**src/rtl/core/pcrq_pkg.sv**
```systemverilog
`timescale 1ns / 1ps
// ----------------------------------------------------------------------------
// pcrq_pkg: shared types and constants of the requant shift core
// Table depth, field widths, register codes and the configuration bundle.
// ----------------------------------------------------------------------------
package pcrq_pkg;

  // Table depth, a power of two.
  localparam int unsigned MAX_CHANNELS = 256;
  localparam int unsigned CH_W         = $clog2(MAX_CHANNELS);

  localparam int unsigned DATA_W  = 32;
  localparam int unsigned GRP_W   = 21;
  localparam int unsigned PLANE_W = 20;
  localparam int unsigned BOUND_W = 9;
  localparam int unsigned OUT_W   = 8;
  localparam int unsigned IDX_W   = 8;
  localparam int unsigned SHIFT_W = 5;

  localparam logic [GRP_W-1:0] PLANE_LIMIT = GRP_W'(1 << PLANE_W);

  typedef enum logic [2:0] {
    CFG_CONTROL  = 3'd0,
    CFG_GROUP    = 3'd1,
    CFG_SHIFT    = 3'd2,
    CFG_IN_OFF   = 3'd3,
    CFG_OUT_OFF  = 3'd4,
    CFG_OUT_LOW  = 3'd5,
    CFG_OUT_HIGH = 3'd6
  } cfg_idx_e;

  typedef enum logic [2:0] {
    FMT_U8  = 3'd0,
    FMT_U16 = 3'd1,
    FMT_U32 = 3'd2,
    FMT_S8  = 3'd3,
    FMT_S16 = 3'd4,
    FMT_S32 = 3'd5
  } fmt_e;

  typedef struct packed {
    logic [2:0]                fmt;
    logic                      chan_first;
    logic                      round_en;
    logic [GRP_W-1:0]          group_len;
    logic [SHIFT_W-1:0]        shift;
    logic signed [DATA_W-1:0]  in_off;
    logic signed [DATA_W-1:0]  out_off;
    logic signed [BOUND_W-1:0] out_lo;
    logic signed [BOUND_W-1:0] out_hi;
  } cfg_t;

endpackage

```
**src/rtl/core/pcrq_datapath.sv**
```systemverilog
`timescale 1ns / 1ps
// ----------------------------------------------------------------------------
// pcrq_datapath: offset, multiply-add, shift, clamp pipeline
// Four register stages with per-stage valid and backpressure.
// ----------------------------------------------------------------------------
module pcrq_datapath (
  input  logic                               clk_i,
  input  logic                               rst_ni,
  input  logic                               load_i,
  input  logic [pcrq_pkg::DATA_W-1:0]        sample_i,
  input  pcrq_pkg::cfg_t                     cfg_i,
  input  logic [pcrq_pkg::DATA_W-1:0]        mul_i,
  input  logic [pcrq_pkg::DATA_W-1:0]        add_i,
  input  logic                               out_ready_i,
  output logic                               s1_ready_o,
  output logic                               out_valid_o,
  output logic [pcrq_pkg::OUT_W-1:0]         value_o
);

  localparam int unsigned DATA_W = pcrq_pkg::DATA_W;

  logic              v1_q, v2_q, v3_q, v4_q;
  logic              rdy1, rdy2, rdy3, rdy4;
  logic [DATA_W-1:0] ext, x1_d, x1_q;
  logic [DATA_W-1:0] prod_d, prod_q, add2_q;
  logic [DATA_W-1:0] rnd, sum_d, sum_q;
  logic signed [DATA_W-1:0] shifted, biased, lo, hi, clamped;
  logic [pcrq_pkg::OUT_W-1:0] res_q;

  assign rdy4 = !v4_q || out_ready_i;
  assign rdy3 = !v3_q || rdy4;
  assign rdy2 = !v2_q || rdy3;
  assign rdy1 = !v1_q || rdy2;
  assign s1_ready_o = rdy1;

  // Input format extension.
  always_comb begin
    unique case (cfg_i.fmt)
      pcrq_pkg::FMT_U8:  ext = {{(DATA_W-8){1'b0}}, sample_i[7:0]};
      pcrq_pkg::FMT_U16: ext = {{(DATA_W-16){1'b0}}, sample_i[15:0]};
      pcrq_pkg::FMT_S8:  ext = {{(DATA_W-8){sample_i[7]}}, sample_i[7:0]};
      pcrq_pkg::FMT_S16: ext = {{(DATA_W-16){sample_i[15]}}, sample_i[15:0]};
      default:           ext = sample_i;
    endcase
  end

  assign x1_d   = ext + cfg_i.in_off;
  assign prod_d = DATA_W'(x1_q * mul_i);

  // Round half up, skipped for a zero shift.
  assign rnd   = (cfg_i.round_en && cfg_i.shift != '0) ?
                 (DATA_W'(1) << (cfg_i.shift - 5'd1)) : '0;
  assign sum_d = prod_q + add2_q + rnd;

  assign shifted = $signed(sum_q) >>> cfg_i.shift;
  assign biased  = shifted + cfg_i.out_off;
  assign lo      = DATA_W'(cfg_i.out_lo);
  assign hi      = DATA_W'(cfg_i.out_hi);

  // Raise to low first, then cut to high.
  always_comb begin
    clamped = biased;
    if (clamped < lo) begin
      clamped = lo;
    end
    if (clamped > hi) begin
      clamped = hi;
    end
  end

  always_ff @(posedge clk_i or negedge rst_ni) begin
    if (!rst_ni) begin
      v1_q <= 1'b0;
      v2_q <= 1'b0;
      v3_q <= 1'b0;
      v4_q <= 1'b0;
    end else begin
      if (rdy1) begin
        v1_q <= load_i;
      end
      if (rdy2) begin
        v2_q <= v1_q;
      end
      if (rdy3) begin
        v3_q <= v2_q;
      end
      if (rdy4) begin
        v4_q <= v3_q;
      end
    end
  end

  always_ff @(posedge clk_i) begin
    if (load_i) begin
      x1_q <= x1_d;
    end
    if (rdy2 && v1_q) begin
      prod_q <= prod_d;
      add2_q <= add_i;
    end
    if (rdy3 && v2_q) begin
      sum_q <= sum_d;
    end
    if (rdy4 && v3_q) begin
      res_q <= clamped[pcrq_pkg::OUT_W-1:0];
    end
  end

  assign out_valid_o = v4_q;
  assign value_o     = res_q;

  // A stalled result freezes the stage behind it.
  a_s3_hold: assert property (@(posedge clk_i) disable iff (!rst_ni)
    v3_q && v4_q && !out_ready_i |=> v3_q && $stable(sum_q))
    else $error("stage 3 changed under output stall");

  // Input is refused only when every stage is occupied.
  a_full_only: assert property (@(posedge clk_i) disable iff (!rst_ni)
    !s1_ready_o |-> v1_q && v2_q && v3_q && v4_q)
    else $error("input refused with a free stage");

endmodule

```
**config.mk**
```make
export PLATFORM = sky130hd
export DESIGN_NAME = pcrq_datapath
export DESIGN_NICKNAME = d
export VERILOG_FILES = /design/src/rtl/core/pcrq_pkg.sv /design/src/rtl/core/pcrq_datapath.sv
export SDC_FILE = /design/constraint.sdc
export NUM_CORES = 2
export LEC_CHECK = 0
export BUFFER_PORTS_ARGS = -buffer_cell sky130_fd_sc_hd__buf_2
export CAP_MARGIN = 20
export CORE_MARGIN = 5
export CORE_UTILIZATION = 55
export DETAILED_ROUTE_END_ITERATION = 10
export PLACE_DENSITY = 0.8
export SYNTH_ARGS = -nofsm -noshare
export SYNTH_HDL_FRONTEND = slang
export SYNTH_SLANG_ARGS = --single-unit
export TNS_END_PERCENT = 50
```
**constraint.sdc**
```tcl
create_clock -name clk_i -period 16 [get_ports clk_i]
set_input_delay 0.8 -clock clk_i [delete_from_list [all_inputs] [get_ports clk_i]]
set_output_delay 0.8 -clock clk_i [all_outputs]
set_load 0.01 [all_outputs]
```
Yosys cells after proc, flatten, opt, wreduce, memory -nomap -nowiden --
Index checks and enable logic that the tools add are counted.
Word-level totals: flip-flop bits (word level) 140, output and inout bits 10, input port bits 213
Operators by class: $add $sub $neg 5, shifts and indexed selects 2, equal/unequal tests 3, multiply operators 1, order comparisons 2, multiplexer cells 4, reductions and logical operators 14
Operator list (count):
- $add A32 B32 Y32 | 4
- $pmux W32 S4 | 1
- $mux W32 | 2
- $gt A32 B9 Y1 | 1
- $lt A32 B9 Y1 | 1
- $mul A32 B32 Y32 | 1
- $shl A1 B5 Y32 const A | 1
- $sshr A32 B5 Y32 | 1
- $mux W8 | 1
- $reduce_bool A5 Y1 | 1
- $sub A5 B1 Y5 const B | 1
- $logic_and A1 B1 Y1 | 4
- $logic_not A1 Y1 | 4
- $logic_or A1 B1 Y1 | 4
- $eq A3 B1 Y1 const B | 1
- $eq A3 B2 Y1 const B | 1
- $eq A3 B3 Y1 const B | 1
- $logic_not A3 Y1 | 1

Longest topological paths before layout --
depth after elaboration 6, depth in mapped cells 41, depth with buffers taken out 35

Worst setup path after synthesis --
OpenSTA, ideal clock, no wires.
path type input to register, start point input cfg_i[83] (netlist name), end point register res_q (netlist bit value_o[1]) (data pin), library setup time 0.266 ns, arrival time 8.146 ns, slack 7.588 ns, cell stages on the path 40, cell sequence buf_2 -> buf_2 -> buf_1 -> mux4_2 -> nand2_1 -> nand2_1 -> mux2i_1 -> mux2i_1 -> ha_1 -> fa_1 -> a211oi_1 -> o21ba_2 -> o211ai_1 -> a21oi_1 -> a211oi_1 -> o21a_1 -> nor3_1 -> nor2_1 -> (+4 left out) -> a211oi_1 -> o31ai_1 -> a311oi_2 -> buf_4 -> nor2_2 -> buf_6 -> a21bo_2 -> ha_1 -> a21o_1 -> a21o_1 -> a211oi_1 -> o21ai_0 -> a221oi_1 -> o2111a_1 -> clkbuf_1 -> or2_2 -> clkbuf_1 -> a31oi_1
On the way: longest elaborated chain between the ends 6
Ends and longest elaborated chain:
- from (decl) | line pcrq_datapath.sv:11 | input pcrq_pkg::cfg_t cfg_i,
- $sshr A32 B5 Y32 * | line pcrq_datapath.sv:55 | assign shifted = $signed(sum_q) >>> cfg_i.shift;
- $add A32 B32 Y32 * | line pcrq_datapath.sv:56 | assign biased = shifted + cfg_i.out_off;
- $lt A32 B9 Y1 | line pcrq_datapath.sv:63 | if (clamped < lo) begin
- $mux W32 * | line pcrq_datapath.sv:63
- $gt A32 B9 Y1 | line pcrq_datapath.sv:66 | if (clamped > hi) begin
- $mux W8 * | line pcrq_datapath.sv:66
- net clamped[1] | line pcrq_datapath.sv:27 | logic signed [DATA_W-1:0] shifted, biased, lo, hi, clamped;
- to (signal assigned) | line pcrq_datapath.sv:105 | res_q <= clamped[pcrq_pkg::OUT_W-1:0];
- to (decl) | line pcrq_datapath.sv:28 | logic [pcrq_pkg::OUT_W-1:0] res_q;
The timed path passes the listed nets; every way through them passes the cells marked *. A chain may end at the register's enable or synchronous reset.

Worst setup path after layout --
start point input cfg_i[83] (netlist name), end point register res_q (netlist bit value_o[4]) (data pin)
Same word-level chain as after synthesis.

==> qor.yml <==
route:
  vias: 23610
  drt_wl_total_mm: 74.78
  drt-pass1-iter-count: 5
  wl_per_cell_um: 18.09
  ant_nets: 0
  post_drt_via_cell_ratio: 5.709
  detail_route.iter0.violations: 1521
  post-route-drc-count: 0
floorplan:
  core_area_sq_um: 53500
  row_count: 85
  die_w_um: 241.7
  initial_core_util: 0.5522
  floorplan.die.height_um: 241.7
  boundaryPins: 223
  design.die.area_sq_um: 58440
worst_setup_path:
  critical-path-slowest-cell: "sky130_fd_sc_hd__o21ai_1"
  cell_repeated_most_along_the_worst_path: "sky130_fd_sc_hd__a21oi_1"
  critical_path.reg2reg.startpoint: "sum_q[31]"
  critical_path.top_delay_family: "compound AO/OA/AOI/OAI gates"
  critical_path_peak_fanout: 45
  startpoint_type: "input port"
  worst-endpoint-required_ps: 16180
  critical_path.endpoint_type: "register"
  critical_path.reg2reg.endpoint: "value_o[4]"
  r2r_setup_slack_ps: 6570
  cp_num_buf_inv: 2
  cell_count_of_the_worst_reg_to_reg_path: 34
  critPathKind: "input port to register"
  critPathMaxStageDelay_ps: 830
  worst-endpoint-arrival_ps: 10170
clock_network:
  numCtsBuffers: 17
  post_cts_resize_count: 0
  htree_levels: 4
  clkLatencyLatePin_ps: 450
  post_cts.repair.setup_buffers: 0
  clock_tree.buffer_depth: 2
  cts_root_buf: "sky130_fd_sc_hd__clkbuf_16"
  cts_tree: "yes"
  cts.sink_count: 140
  clkTransAtPathRegs_ps: 60
  cts_hold_repair.buffers: 0
synthesis:
  net_count_after_synthesis: 4265
  sequential_fraction_of_the_synthesis_area: 0.1416
  synth.yosys.warnings: 0
  synth.ff_latch_count: 140
  synth_enable_flop_cells: 136
  synth.cell_area_sq_um: 29540
  postSynthAreaPerCell_sq_um: 8.870
  post_synth_inst_count: 3330
  netlist-cell-type-count: 79
  ys_async_sr_fraction: 0.02857
  ys.flop_type: "sky130_fd_sc_hd__edfxtp_1"
layout:
  layout-area-overhead-vs-synth_pct: 6.883
  drive_above_1_share: 0.09450
  filler_cell_count: 4631
  antenna_cells_inserted: 0
  nNetsFinal: 4361
run:
  max-cap-violations: 0
worst_hold_path:
  worstHoldPathType: "input port to async pin"
outcome:
  status: "finished, final reports clean"
timing:
  hold_violations: 0
  rsz0062_at_grt: "no"
  finalMaxSlewViolations: 0
  timing.max_slew.rel_slack: 0.2901
  post-route-period-util: 0.6244
  timing.final.setup_violations: 0
  timing.fmax_ghz: 0.1001
  slew_at_the_pin_closest_to_its_max_slew_limit_ps: 1058
  min_period_ps: 9990
  timing.setup.tns_ps: 0
  clock-skew-final_ps: 12.08
grt:
  grt.overflow.total: 0
  grtUsageTotal: 0.2584
  grt_max_degree: 65
  grt_first_pass_wirelength_mm: 123.6
  antenna_violations_before_repair: 1
  grt_pass1_vias: 24860
place:
  hpwl_mm: 60.67
  io_buffers: 200
  gp_routability_congestion: 0.9462
[area by class of cell]
class                      instances  area [sq um]  share of cell area
inverter                         582          2185             0.06920
sequential                       140          4184              0.1325
clock buffer                      19         432.9             0.01371
multi-input combinational       2466         22620              0.7163
clock inverter                    13         140.1            0.004439
tap                              696         870.8             0.02758
timing repair buffer             219          1144             0.03622
[logic make-up (layout without fill, tap and decap cells)]
group,Yosys count,count (layout),synth area share
XOR/XNOR,161,161,0.04774
AO/OA/AOI/OAI,510,510,0.1143
AND/OR/NAND/NOR,1018,1018,0.1603
multiplexers,55,55,0.02508
flip-flops,140,140,0.1416
adder cells (fa/ha/maj),722,722,0.4182
buffers and inverters,724,833,0.09276
[layer usage]
metal / share of wire / routed length, um / GRT usage
met1: 0.38 / 28120 / 0.3087
met2: 0.50 / 37380 / 0.4583
met3: 0.072 / 5381 / 0.04284
met4: 0.052 / 3891 / 0.1202
met5: 0.000094 / 7 / 0
[state kept, by name (all words and copies together) (netlist names)]
name and flops:
prod_q 32, add2_q 32, value_o 8, sum_q 32
out_valid_o 1, v3_q 1, v1_q 1, x1_q 32
v2_q 1
[synth_stat cells, types with 35 or more instances]
cell	count	area [sq um]
sky130_fd_sc_hd__clkbuf_1	127	476.7
sky130_fd_sc_hd__and2_1	193	1207
sky130_fd_sc_hd__ha_1	280	3503
sky130_fd_sc_hd__nor2_1	158	593.1
sky130_fd_sc_hd__o21ai_0	113	565.5
sky130_fd_sc_hd__a21o_1	58	435.4
sky130_fd_sc_hd__nor3_1	35	175.2
sky130_fd_sc_hd__nand2_1	474	1779
sky130_fd_sc_hd__edfxtp_1	136	4084
sky130_fd_sc_hd__xnor2_1	127	1112
sky130_fd_sc_hd__inv_1	581	2181
sky130_fd_sc_hd__a21oi_1	128	640.6
sky130_fd_sc_hd__nand3_1	43	215.2
sky130_fd_sc_hd__fa_1	442	8848
[worst max-delay path by stage]
stage / from / slack (ps) / endpoint / cells past startpoint
4_1_cts: cfg_i[83] / 6250 / value_o[1] / 35
6_report: cfg_i[83] / 6010 / value_o[4] / 35
5_1_grt: cfg_i[82] / 5480 / value_o[4] / 35
3_5_place_dp: cfg_i[83] / 5800 / value_o[1] / 35
3_3_place_gp: cfg_i[83] / 6010 / value_o[4] / 35
2_1_floorplan: cfg_i[83] / 7590 / value_o[1] / 40
[placed cells by master, fill, tap and decap left out, types with 17 or more instances in the layout]
master                      netlist  routed
sky130_fd_sc_hd__nand3_1         43      43
sky130_fd_sc_hd__nor3_1          35      35
sky130_fd_sc_hd__o21ai_0        113     113
sky130_fd_sc_hd__fa_1           442     442
sky130_fd_sc_hd__buf_4            1      19
sky130_fd_sc_hd__buf_2            3     200
sky130_fd_sc_hd__a21oi_1        128     128
sky130_fd_sc_hd__a211oi_1        25      25
sky130_fd_sc_hd__clkbuf_16        0      17
sky130_fd_sc_hd__xnor2_1        127     127
sky130_fd_sc_hd__mux2i_1         29      29
sky130_fd_sc_hd__o21a_1          20      20
sky130_fd_sc_hd__a31oi_1         23      23
sky130_fd_sc_hd__xor2_1          34      34
sky130_fd_sc_hd__a21o_1          58      58
sky130_fd_sc_hd__nand2_1        474     474
sky130_fd_sc_hd__ha_1           280     280
sky130_fd_sc_hd__nand4_1         17      17
sky130_fd_sc_hd__edfxtp_1       136     136
sky130_fd_sc_hd__and2_1         193     192
sky130_fd_sc_hd__nor2_1         158     158
sky130_fd_sc_hd__nand2b_1        19      19
sky130_fd_sc_hd__nor2b_1         21      21
sky130_fd_sc_hd__inv_1          581     581
[stage by stage]
step / setup WS (ps) / utilization / cells / instance area [sq um] / hold slack (ps)
3_5_place_dp: 5802 / 0.5793 / 4102 / 30990 / 459.2
2_1_floorplan: 7588 / - / 3330 / 29540 / 448.9
4_1_cts: 6250 / 0.5900 / 4134 / 31560 / 115.6
3_3_place_gp: 6012 / 0.5793 / 4102 / 30990 / 459.0
5_1_grt: 5478 / 0.5902 / 4135 / 31570 / 120.7
6_report: 6010 / 0.5902 / 4135 / 31570 / 138.1
Power is not shown: default switching activity piles up to over one toggle a cycle in this logic, so the estimate is an artifact.
