**config.mk**
```make
export PLATFORM = sky130hd
export DESIGN_NAME = pcrq_chan_track
export DESIGN_NICKNAME = d
export VERILOG_FILES = /design/src/rtl/core/pcrq_pkg.sv /design/src/rtl/core/pcrq_chan_track.sv
export SDC_FILE = /design/constraint.sdc
export NUM_CORES = 1
export LEC_CHECK = 0
export BUFFER_PORTS_ARGS = -buffer_cell sky130_fd_sc_hd__buf_2
export CAP_MARGIN = 0
export CELL_PAD_IN_SITES_DETAIL_PLACEMENT = 1
export CELL_PAD_IN_SITES_GLOBAL_PLACEMENT = 2
export CORE_ASPECT_RATIO = 1.2
export CORE_MARGIN = 2
export CORE_UTILIZATION = 38
export DETAILED_ROUTE_END_ITERATION = 6
export MAX_ROUTING_LAYER = met4
export PLACE_DENSITY = 0.86
export SETUP_SLACK_MARGIN = 0.02
export SYNTH_ARGS = -nofsm -noshare
export SYNTH_HDL_FRONTEND = slang
export SYNTH_SLANG_ARGS = --single-unit
```
**constraint.sdc**
```tcl
create_clock -name clk_i -period 10.7 [get_ports clk_i]
set_input_delay 2.14 -clock clk_i [delete_from_list [all_inputs] [get_ports clk_i]]
set_output_delay 2.14 -clock clk_i [all_outputs]
set_load 0.05 [all_outputs]
```
**src/rtl/core/pcrq_pkg.sv**
```systemverilog
`timescale 1ns / 1ps
// ----------------------------------------------------------------------------
// pcrq_pkg: shared types and constants of the requant shift core
// Table depth, field widths, register codes and the configuration bundle.
// ----------------------------------------------------------------------------
package pcrq_pkg;

  // Table depth, a power of two.
  localparam int unsigned MAX_CHANNELS = 256;
  localparam int unsigned CH_W         = $clog2(MAX_CHANNELS);

  localparam int unsigned DATA_W  = 32;
  localparam int unsigned GRP_W   = 21;
  localparam int unsigned PLANE_W = 20;
  localparam int unsigned BOUND_W = 9;
  localparam int unsigned OUT_W   = 8;
  localparam int unsigned IDX_W   = 8;
  localparam int unsigned SHIFT_W = 5;

  localparam logic [GRP_W-1:0] PLANE_LIMIT = GRP_W'(1 << PLANE_W);

  typedef enum logic [2:0] {
    CFG_CONTROL  = 3'd0,
    CFG_GROUP    = 3'd1,
    CFG_SHIFT    = 3'd2,
    CFG_IN_OFF   = 3'd3,
    CFG_OUT_OFF  = 3'd4,
    CFG_OUT_LOW  = 3'd5,
    CFG_OUT_HIGH = 3'd6
  } cfg_idx_e;

  typedef enum logic [2:0] {
    FMT_U8  = 3'd0,
    FMT_U16 = 3'd1,
    FMT_U32 = 3'd2,
    FMT_S8  = 3'd3,
    FMT_S16 = 3'd4,
    FMT_S32 = 3'd5
  } fmt_e;

  typedef struct packed {
    logic [2:0]                fmt;
    logic                      chan_first;
    logic                      round_en;
    logic [GRP_W-1:0]          group_len;
    logic [SHIFT_W-1:0]        shift;
    logic signed [DATA_W-1:0]  in_off;
    logic signed [DATA_W-1:0]  out_off;
    logic signed [BOUND_W-1:0] out_lo;
    logic signed [BOUND_W-1:0] out_hi;
  } cfg_t;

endpackage

```
**src/rtl/core/pcrq_chan_track.sv**
```systemverilog
`timescale 1ns / 1ps
// ----------------------------------------------------------------------------
// pcrq_chan_track: channel and plane position counters
// Gives the channel of the sample being accepted and steps the counters.
// ----------------------------------------------------------------------------
module pcrq_chan_track (
  input  logic                              clk_i,
  input  logic                              rst_ni,
  input  logic                              accept_i,
  input  logic                              first_i,
  input  logic                              chan_first_i,
  input  logic [pcrq_pkg::GRP_W-1:0]        group_len_i,
  output logic [pcrq_pkg::CH_W-1:0]         chan_o
);

  localparam int unsigned CH_W = pcrq_pkg::CH_W;
  localparam int unsigned GRP_W = pcrq_pkg::GRP_W;
  localparam int unsigned PLANE_W = pcrq_pkg::PLANE_W;

  logic [CH_W-1:0]    ch_q, ch_d, cur_ch;
  logic [PLANE_W-1:0] pl_q, pl_d, cur_pl;
  logic [GRP_W-1:0]   g_eff;
  logic [GRP_W-1:0]   pl_inc;
  logic [CH_W:0]      ch_inc;
  logic [CH_W-1:0]    ch_wrap;

  // Zero acts as one, large values saturate at the plane limit.
  always_comb begin
    if (group_len_i == '0) begin
      g_eff = GRP_W'(1);
    end else if (group_len_i > pcrq_pkg::PLANE_LIMIT) begin
      g_eff = pcrq_pkg::PLANE_LIMIT;
    end else begin
      g_eff = group_len_i;
    end
  end

  assign cur_ch = first_i ? '0 : ch_q;
  assign cur_pl = first_i ? '0 : pl_q;
  assign chan_o = cur_ch;

  assign pl_inc  = GRP_W'(cur_pl) + GRP_W'(1);
  assign ch_inc  = (CH_W+1)'(cur_ch) + (CH_W+1)'(1);
  assign ch_wrap = (cur_ch == CH_W'(pcrq_pkg::MAX_CHANNELS - 1)) ? '0 : ch_inc[CH_W-1:0];

  always_comb begin
    ch_d = ch_q;
    pl_d = pl_q;
    if (accept_i) begin
      if (chan_first_i) begin
        if (pl_inc >= g_eff) begin
          pl_d = '0;
          ch_d = ch_wrap;
        end else begin
          pl_d = pl_inc[PLANE_W-1:0];
          ch_d = cur_ch;
        end
      end else begin
        pl_d = cur_pl;
        if (GRP_W'(ch_inc) >= g_eff ||
            ch_inc >= (CH_W+1)'(pcrq_pkg::MAX_CHANNELS)) begin
          ch_d = '0;
        end else begin
          ch_d = ch_inc[CH_W-1:0];
        end
      end
    end
  end

  always_ff @(posedge clk_i or negedge rst_ni) begin
    if (!rst_ni) begin
      ch_q <= '0;
      pl_q <= '0;
    end else begin
      ch_q <= ch_d;
      pl_q <= pl_d;
    end
  end

  // Counters move only on sample requests.
  a_hold_idle: assert property (@(posedge clk_i) disable iff (!rst_ni)
    !accept_i |=> $stable(ch_q) && $stable(pl_q))
    else $error("position counters moved without a sample request");

endmodule

```
# Yosys cells after proc, flatten, opt, wreduce, memory -nomap -nowiden
# Cells that the tools add are included.
# word_totals
inputBits	26
word_cells	21
regBits	28
# classes
n_reduce_logical	2
add_sub_neg	2
muxes	10
eq_ne	1
magnitude_cmp	4
# ops
cell	count
20-bit 2-to-1 mux	3
21-bit 2-to-1 mux	2
8-bit 2-to-1 mux	5
20-bit by 1-bit adder with 21-bit output (second input constant)	1
21-bit greater-or-equal comparator	1
9-bit by 21-bit greater-or-equal comparator with 1-bit output	1
21-bit greater-than comparator (second input constant)	1
21-bit logical NOT	1
8-bit by 1-bit adder with 9-bit output (second input constant)	1
9-bit greater-or-equal comparator (second input constant)	1
8-bit == test (second input constant)	1
1-bit logical OR	1

# Logic depth before layout (Yosys ltp)
# Gate-level depths: netlist (run 1).
# depth
depth_word	7
mapped_depth	19

# Least setup slack after synthesis (run 1)
# No wires, ideal clock.
# synth_path
kind	input to register
start	in first_i
end	reg pl_q[10]
stages	19
slack_ns	4.906
arrival_time_ns	5.673
setup_time_ns	0.121
path_cell_list	buf_4 buf_6 buf_4 nor2b_1 ha_1 nand2_1 nor2_2 nand3_1 nor3b_1 and4b_1 ha_1 o2111ai_1 and3_4 or4_4 o22ai_2 nor2_1 buf_2 buf_6 a22o_1
# synth_via
elab_chain_cells	5
# synth_rtl
item	line_no	rtl
start, declared	pcrq_chan_track.sv:10	input logic first_i,
20-bit 2-to-1 mux *	pcrq_chan_track.sv:39	assign cur_pl = first_i ? '0 : pl_q;
20-bit by 1-bit adder with 21-bit output	pcrq_chan_track.sv:42	assign pl_inc = GRP_W'(cur_pl) + GRP_W'(1);
21-bit greater-or-equal comparator	pcrq_chan_track.sv:51	if (pl_inc >= g_eff) begin
20-bit 2-to-1 mux	pcrq_chan_track.sv:51	
20-bit 2-to-1 mux *	pcrq_chan_track.sv:50	if (chan_first_i) begin
end signal, assigned	pcrq_chan_track.sv:76	pl_q <= pl_d;
end, declared	pcrq_chan_track.sv:21	logic [PLANE_W-1:0] pl_q, pl_d, cur_pl;
# Mark *: on every way between the ends. The rest lies on a longest branch, timed or not.
# A chain may end at the register's enable or synchronous reset.

# Worst setup path in the final report (run 1)
# layout_path
start	in first_i
end	reg pl_q[15]
# Same word-level chain as after synthesis.

==> run metrics, run 1 <==
fin crit share=58.6%; CTS tree=yes; Netlist cell types=49; Ports=34; crit-path max FO=43; Logic pwr share=26.8%; vias in the first global route=2,632; Post-DP Area=0.00286 sq mm; Reg area=701 sq um; Seq/Total Area, Yosys=26.5%; Slew Limit Fails=0; fraction of registers with async set/reset=100%; outcome=finished, final reports clean; final hold violation count=0; Fill cells=872; die area=0.00764 sq mm; H-tree depth=1; Total Wirelength=7710 microns; Rows=33; mean post-synth cell area=8.50 sq um; Flop pwr share=47.3%; clk sink count=28; clk root buf=clkbuf_8; Cell Int Power=0.000159 W; # resized after CTS=0; gr usage total=22.2%; DRC=0; first-pass GRT wire length=12,700 microns; TritonCTS Buffers=3; largest net degree at the start of global routing=44; Synth Net Count=369; maximum vdd drop=0.0577 mV; Layout Skew=0.00931 ns; Cell Area, Synth=0.00264 sq mm; min cycle time layout=6.27 ns; LEAKAGE=1.30 nW; max-cap viol count=0; pwr/cell area=83.5 mW/mm^2; synth warn=0; WP data required=10.88 ns; layout cells sized above 1=14.2%; Synth area leader=dfrtp_1; vias per inst=5.79; sw power=0.0000833 W; chip height=95.4 microns; Die X=80.1 microns; top cells by count, synth=37 x nand2_1, 32 x ha_1, 28 x dfrtp_1, 27 x nor2_1; Util after Layout=42.9%; Slew @ Worst Pin=0.710 ns; Routed wire per std cell=18.1 microns; Synth area leaders=dfrtp_1 27%, ha_1 15%, a22o_1 6.6%; area occupied by multi-input gates=0.00184 sq mm; clock power share=25.9%; Critical Path Source Type=input pin; final instance area=0.00290 sq mm; routability congestion estimate=0.878; Overflow after GRT=0; Starting Density=39.0%; DR vias=2,468; prevailing post-synth register cell=dfrtp_1; Fmax achieved=0.159 GHz; Post-synth EDFFs=0; hpwl dp=6010 microns; Max clock buf depth=2; CTS clk-pin slew, worst paths=0.11 ns; Post-layout nets=399; relative slew slack=52.7%; kind of critical path=input pin to flip-flop; top-area cell type share of the netlist area=26.5%; core area=0.00677 sq mm; drt pass-1 iters=4; initial antenna violation count=0; Worst-Skew Late Latency=0.29 ns; endpoint arrival time on the critical path=6.45 ns; Worst Hold Class=flip-flop to flip-flop; Yosys reg bits=28; Setup TNS Final=0 ns; DR iter-0 viols=57; Post-DRT Antenna Nets=0; sw frac=34.4%; postcts setup bufs=0; hold_buf cts=0; final setup fails=0; most frequent cell after synthesis=nand2_1; n_diodes=0; RSZ-0062 raised after global routing=false; Area Overhead vs Synth=9.85%; I/O Buffers=33; Worst setup EP type=flip-flop; Synth Instances=311
-- layout make-up --
type	count	share of cell area [%]
flip-flops and latches	28	24.1
multi-input cells	266	63.4
inverters	6	0.776
well taps	87	3.75
repair buffers	36	6.47
clock buffers	3	1.42
-- final timing paths --
kind	start	cells past startpoint	to	slack [ns]
max in group asynchronous	rst_ni	1	pl_q[11]	8.36
min in group asynchronous	rst_ni	1	pl_q[4]	1.88
min reg2reg	pl_q[9]	1	pl_q[9]	0.53
max reg2reg	pl_q[10]	15	pl_q[15]	6.32
max	first_i	17	pl_q[15]	4.43
min	pl_q[9]	1	pl_q[9]	0.53
-- flip-flops by register name, indices dropped and copies added, names as in the netlist --
signal / count
ch_q: 8
pl_q: 20
-- cells in the final DEF (no fill, tap or decap), types with 12 or more instances in the layout --
master | synthesis | routed
nand3_1 | 20 | 20
nand2_1 | 37 | 37
ha_1 | 32 | 32
a21oi_1 | 17 | 17
nand2b_1 | 13 | 13
a22o_1 | 20 | 20
dfrtp_1 | 28 | 28
nor2_1 | 27 | 27
xnor2_1 | 12 | 12
buf_2 | 2 | 33
-- cell families after synthesis --
family	Yosys count	synth area share, %
xor+xnor	22	7.29
simple gates	142	27.9
flops	28	26.5
compound gates	69	18.9
fa+ha+maj	32	15.2
buf+inv	17	3.79
mux	1	0.379
-- worst max-delay path, cell delays in order --
cell and delay (ns):
buf_2 0.09, buf_4 0.25, nand2b_1 0.22, or3_1 0.45
nor2_2 0.25, nand3_1 0.10, nor3b_1 0.45, and4b_1 0.27
ha_1 0.18, o2111ai_1 0.13, and3_4 0.21, or4_4 0.54
o22ai_2 0.32, nor2_1 0.08, buf_4 0.22, and3_1 0.21
a221o_1 0.28
-- layer usage --
layer	GRT usage, %	vias up	part of all wire, %
met4	6.50	0	2.1
met5	-	-	0
li1	-	1199	-
met1	25.1	1208	42
met2	41.7	49	53
met3	1.70	12	2.9
-- power groups by stage --
stage | logic, W | clock network [W] | registers [W]
after global placement | 0.0000642 | 0 | 0.000117
final | 0.0000650 | 0.0000627 | 0.000115
after floorplan | 0.0000443 | 0 | 0.000115
after global routing | 0.0000726 | 0.0000676 | 0.000115
after CTS | 0.0000660 | 0.0000640 | 0.000114
after detailed placement | 0.0000657 | 0 | 0.000116
-- per-stage QoR --
stage	setup slack [ns]	hold WS (ns)	total power, W	std cells
6_report	4.43	0.525	0.000242	426
3_5_place_dp	4.08	0.491	0.000182	423
4_1_cts	4.39	0.524	0.000245	426
5_1_grt	4.10	0.541	0.000256	426
2_1_floorplan	4.91	0.467	0.000160	311
3_3_place_gp	4.30	0.498	0.000181	423
Power figures use the tool's default switching activity.
==> run 2: changes to the inputs <==
Settings changed: CORE_UTILIZATION 38 to 35, PLACE_DENSITY 0.86 to 0.8.
Clock period 10.7 ns to 6.3 ns, I/O delays scaled along.
==> run metrics, run 2 (synthesized netlist as in run 1, its figures left out) <==
min cycle time layout=5.27 ns; hpwl dp=6170 microns (was 6010 microns); area occupied by multi-input gates=0.00184 sq mm (unchanged); Setup TNS Final=0 ns (unchanged); LEAKAGE=1.31 nW (was 1.30 nW); most common cell after layout, fill and taps aside=nand2_1 (unchanged); final hold violation count=0 (unchanged); TritonCTS Buffers=3 (unchanged); Worst setup EP type=flip-flop (unchanged); clk root buf=clkbuf_8 (unchanged); Reg area=701 sq um (unchanged); outcome=finished, final reports clean (unchanged); Post-DP Area=0.00287 sq mm (was 0.00286 sq mm); hold_buf cts=0 (unchanged); clk sink count=28 (unchanged); Fmax achieved=0.190 GHz; DR vias=2,492 (was 2,468); WP data required=6.48 ns (was 10.88 ns); gr usage total=20.2% (was 22.2%); vias per inst=5.78 (was 5.79); postcts setup bufs=0 (unchanged); endpoint arrival time on the critical path=5.45 ns (was 6.45 ns); Starting Density=36.3% (was 39.0%); flop2flop setup slack=1.83 ns (was 6.32 ns); core area=0.00727 sq mm (was 0.00677 sq mm); r2r worst-path depth=14 (was 15); relative slew slack=44.1% (was 52.7%); first-pass GRT wire length=13,200 microns (was 12,700 microns); drt pass-1 iters=4 (unchanged); hold depth=1 (unchanged); pwr/cell area=146 mW/mm^2 (was 83.5 mW/mm^2); final instance area=0.00293 sq mm (was 0.00290 sq mm); maximum vdd drop=0.0931 mV (was 0.0577 mV); chip height=99.2 microns (was 95.4 microns); Critical Path Source Type=input pin (unchanged); most frequent cells in the layout=37 x nand2_1, 33 x buf_2, 32 x ha_1 (unchanged); Worst Hold Class=flip-flop to flip-flop (unchanged); RR Endpoint=pl_q[18] (was pl_q[15]); DR iter-0 viols=68 (was 57); max-cap viol count=0 (unchanged); final setup fails=0 (unchanged); Post-layout nets=400 (was 399); Area Overhead vs Synth=10.8% (was 9.85%); Layout Skew=0.00530 ns (was 0.00931 ns); placed cells=427 (was 423); Post-DRT Antenna Nets=0 (unchanged); hold endpoint=pl_q[9] (unchanged); Max clock buf depth=2 (unchanged); register with the most flip-flops=pl_q (unchanged); I/O Buffers=33 (unchanged); Worst Hold Launch=pl_q[9] (unchanged); DRC=0 (unchanged); reg-to-reg startpoint=pl_q[2] (was pl_q[10]); largest net degree at the start of global routing=29 (was 44); kind of critical path=input pin to flip-flop (unchanged); fin crit share=83.6%; final std cells w/o fill=431 (was 426); top flop regs=pl_q (20), ch_q (8) (unchanged); Rows=34 (was 33); n_diodes=0 (unchanged); initial antenna violation count=0 (unchanged); Overflow after GRT=0 (unchanged); die area=0.00826 sq mm (was 0.00764 sq mm); H-tree depth=1 (unchanged); Slew @ Worst Pin=0.835 ns (was 0.710 ns); Worst-Skew Late Latency=0.29 ns (about the same); CTS tree=yes (unchanged); Ports=34 (unchanged); Total Wirelength=7770 microns (was 7710 microns); # resized after CTS=0 (unchanged); max reg flops=20 (unchanged); Slew Limit Fails=0 (unchanged); hold slack=0.517 ns (was 0.525 ns); Routed wire per std cell=18.0 microns (was 18.1 microns); routability congestion estimate=0.856 (was 0.878); CTS clk-pin slew, worst paths=0.11 ns (about the same); layout cells sized above 1=14.7% (was 14.2%); crit-path max FO=17 (was 43); RSZ-0062 raised after global routing=false (unchanged); Die X=83.3 microns (was 80.1 microns); vias in the first global route=2,719 (was 2,632); Fill cells=900 (was 872)
==> run 2: cell types whose count changed in the layout (fill, tap and decap cells not counted) <==
cell	delta
clkbuf_8	+1
buf_4	+1
==> run 2: layout make-up <==
cell class              count  area share, %
flip-flops and latches     28           23.9
clock buffers               4           1.88
inverters                   6          0.769
multi-input cells         266           62.9
well taps                  90           3.85
repair buffers             37           6.67
==> run 2: metrics by stage <==
step	util (%)	power, W	setup slack (ns)
after floorplan	-	0.000271	1.39
after global placement	39.5	0.000308	0.852
after detailed placement	39.5	0.000311	0.702
after CTS	40.2	0.000434	1.00
after global routing	40.2	0.000454	0.697
final	40.2	0.000427	1.03
==> run 2: power by group <==
group | internal (W) | switching [W]
clock network | 0.0000562 | 0.0000639
registers | 0.000187 | 0.00000887
logic | 0.0000406 | 0.0000704
==> run 2: how the worst max path moves through the flow <==
stage,depth (start not counted),endpoint,slack [ns],start
floorplan,19,pl_q[10],1.39,first_i
global placement,15,pl_q[18],0.85,first_i
detailed placement,15,pl_q[7],0.70,first_i
CTS,15,pl_q[13],1.00,first_i
global route,15,pl_q[9],0.70,first_i
finish,15,pl_q[18],1.03,first_i
==> run 2: worst max-delay path, stage by stage <==
cell and delay [ns]:
buf_2 0.19, and4b_1 0.35, nand3_1 0.26, nor4b_2 0.58, nand3_1 0.19, xor2_1 0.16, nor2_1 0.07, ha_1 0.30
o2111ai_1 0.11, and3_4 0.21, or4_4 0.55, o22ai_2 0.37, nor2_1 0.30, and3_1 0.27, a221o_1 0.26
==> run 2: per-layer routing <==
layer	part of all wire (%)	up-vias	wire [microns]	global-route usage [%]
met2	53	41	4140	37.8
met4	1.1	0	89	5.42
met1	44	1241	3380	23.5
met5	0	-	0	-
met3	2.0	6	154	1.24
li1	-	1204	-	-
==> run 3: changes to the inputs <==
Settings changed: CORE_UTILIZATION 35 to 32, PLACE_DENSITY 0.8 to 0.77.
Clock period 6.3 ns to 4.65 ns, I/O delays scaled along.
==> run metrics, run 3 (synthesized netlist as in run 1, its figures left out) <==
gr usage total=19.0% (was 20.2%); H-tree depth=1 (unchanged); Starting Density=32.8% (was 36.3%); RR Endpoint=ch_q[3] (was pl_q[18]); Total Wirelength=8080 microns (was 7770 microns); Worst Hold Launch=pl_q[9] (unchanged); TritonCTS Buffers=3 (unchanged); most frequent cells in the layout=37 x nand2_1, 33 x buf_2, 32 x ha_1 (unchanged); Slew @ Worst Pin=0.804 ns (was 0.835 ns); Ports=34 (unchanged); core area=0.00806 sq mm (was 0.00727 sq mm); hold depth=1 (unchanged); min cycle time layout=4.37 ns; Critical Path Source Type=input pin (unchanged); clk sink count=28 (unchanged); flop2flop setup slack=0.71 ns (was 1.83 ns); die area=0.00900 sq mm (was 0.00826 sq mm); I/O Buffers=33 (unchanged); Post-DRT Antenna Nets=0 (unchanged); Worst setup EP type=flip-flop (unchanged); post-route setup slack=0.281 ns (was 1.03 ns); Worst Hold Class=flip-flop to flip-flop (unchanged); relative slew slack=46.2% (was 44.1%); initial antenna violation count=0 (unchanged); vias in the first global route=2,670 (was 2,719); CTS tree=yes (unchanged); met3 usage=1.59% (was 1.24%); fin crit share=94.0%; r2r worst-path depth=15 (was 14); routing usage on met1=23.1% (was 23.5%); hold slack=0.526 ns (was 0.517 ns); most common cell after layout, fill and taps aside=nand2_1 (unchanged); DR vias=2,545 (was 2,492); clk root buf=clkbuf_8 (unchanged); M2 GR Usage=33.0% (was 37.8%); Area Overhead vs Synth=14.4% (was 10.8%); Overflow after GRT=0 (unchanged); reg-to-reg startpoint=pl_q[5] (was pl_q[2]); DR iter-0 viols=80 (was 68); RSZ-0062 raised after global routing=true (was false); endpoint arrival time on the critical path=4.55 ns (was 5.45 ns); Routed wire per std cell=18.0 microns (about the same); vias per inst=5.68 (was 5.78); Layout Skew=0.0103 ns (was 0.00530 ns); hold_buf cts=0 (unchanged); pwr/cell area=194 mW/mm^2 (was 146 mW/mm^2); final hold violation count=0 (unchanged); max-cap viol count=0 (unchanged); Max clock buf depth=2 (unchanged); Fmax achieved=0.229 GHz; drt pass-1 iters=4 (unchanged); first-pass GRT wire length=13,100 microns (was 13,200 microns); Rows=36 (was 34); CTS clk-pin slew, worst paths=0.11 ns (about the same); Fill cells=981 (was 900); outcome=finished, final reports clean (unchanged); Post-layout nets=412 (was 400); kind of critical path=input pin to flip-flop (unchanged); Util after Layout=37.5% (was 40.2%); DRC=0 (unchanged); Worst-Skew Late Latency=0.29 ns (about the same); layout cells sized above 1=17.6% (was 14.7%); top flop regs=pl_q (20), ch_q (8) (unchanged); # resized after CTS=0 (unchanged); Slew Limit Fails=0 (unchanged); crit-path max FO=6 (was 17); maximum vdd drop=0.110 mV (was 0.0931 mV); hpwl dp=6440 microns (was 6170 microns); routability congestion estimate=0.823 (was 0.856); final setup fails=0 (unchanged); hold endpoint=pl_q[9] (unchanged); register with the most flip-flops=pl_q (unchanged); max reg flops=20 (unchanged); n_diodes=0 (unchanged); Die X=87.0 microns (was 83.3 microns); DP Worst Slack=-0.0822 ns (was 0.702 ns); LEAKAGE=1.38 nW (was 1.31 nW); gr busiest metal=met2 (unchanged); postcts setup bufs=0 (unchanged); largest net degree at the start of global routing=29 (unchanged); chip height=104 microns (was 99.2 microns); WP data required=4.83 ns (was 6.48 ns); Power, Total=0.000586 W (was 0.000427 W)
run 3: area by class of cell:
class	instances	area [sq um]	area share, %
Inverter	6	22.5	0.745
Multi-Input combinational cell	266	1840	60.9
Sequential cell	28	701	23.2
Tap cell	95	119	3.93
Timing Repair Buffer	49	285	9.43
Clock buffer	4	55.1	1.82
run 3: critical path, cell delays in order:
cell and delay [ns]:
buf_2 0.14, nand2b_1 0.17, or3_1 0.46, nor4b_2 0.37, nand3_1 0.14, xor2_1 0.15, nor2_1 0.18, ha_1 0.21
o2111ai_1 0.11, and3_4 0.22, or4_4 0.55, o22ai_2 0.18, buf_4 0.19, nor3_1 0.06, nand2b_1 0.21, a22o_1 0.27
run 3: per-stage QoR:
stage | std cells | cell area [sq um] | setup TNS [ns]
after CTS | 448 | 3020 | 0
final | 448 | 3020 | 0
after global placement | 444 | 2970 | -0.0277
after floorplan | 311 | 2640 | 0
after global routing | 448 | 3020 | -0.159
after detailed placement | 444 | 2970 | -0.860
run 3: per-layer routing:
metal / part of all wire, % / wire length, microns / up-vias
met5: 0 / 0 / -
met2: 51 / 4160 / 60
met1: 44 / 3540 / 1245
li1: - / - / 1230
met3: 2.6 / 214 / 10
met4: 2.1 / 167 / 0
run 3: power by group:
part | internal (W) | switching [W] | total (W)
sequential | 0.000253 | 0.0000119 | 0.000265
combinational | 0.0000582 | 0.0000970 | 0.000155
clock | 0.0000762 | 0.0000895 | 0.000166
run 3: worst max path at each step:
stage	from	to	slack, ns	cells past startpoint
global route	first_i	pl_q[14]	-0.02	15
finish	first_i	ch_q[3]	0.28	16
global placement	first_i	ch_q[3]	-0.02	16
floorplan	first_i	pl_q[10]	0.07	19
CTS	first_i	ch_q[3]	0.23	16
detailed placement	first_i	ch_q[3]	-0.08	16
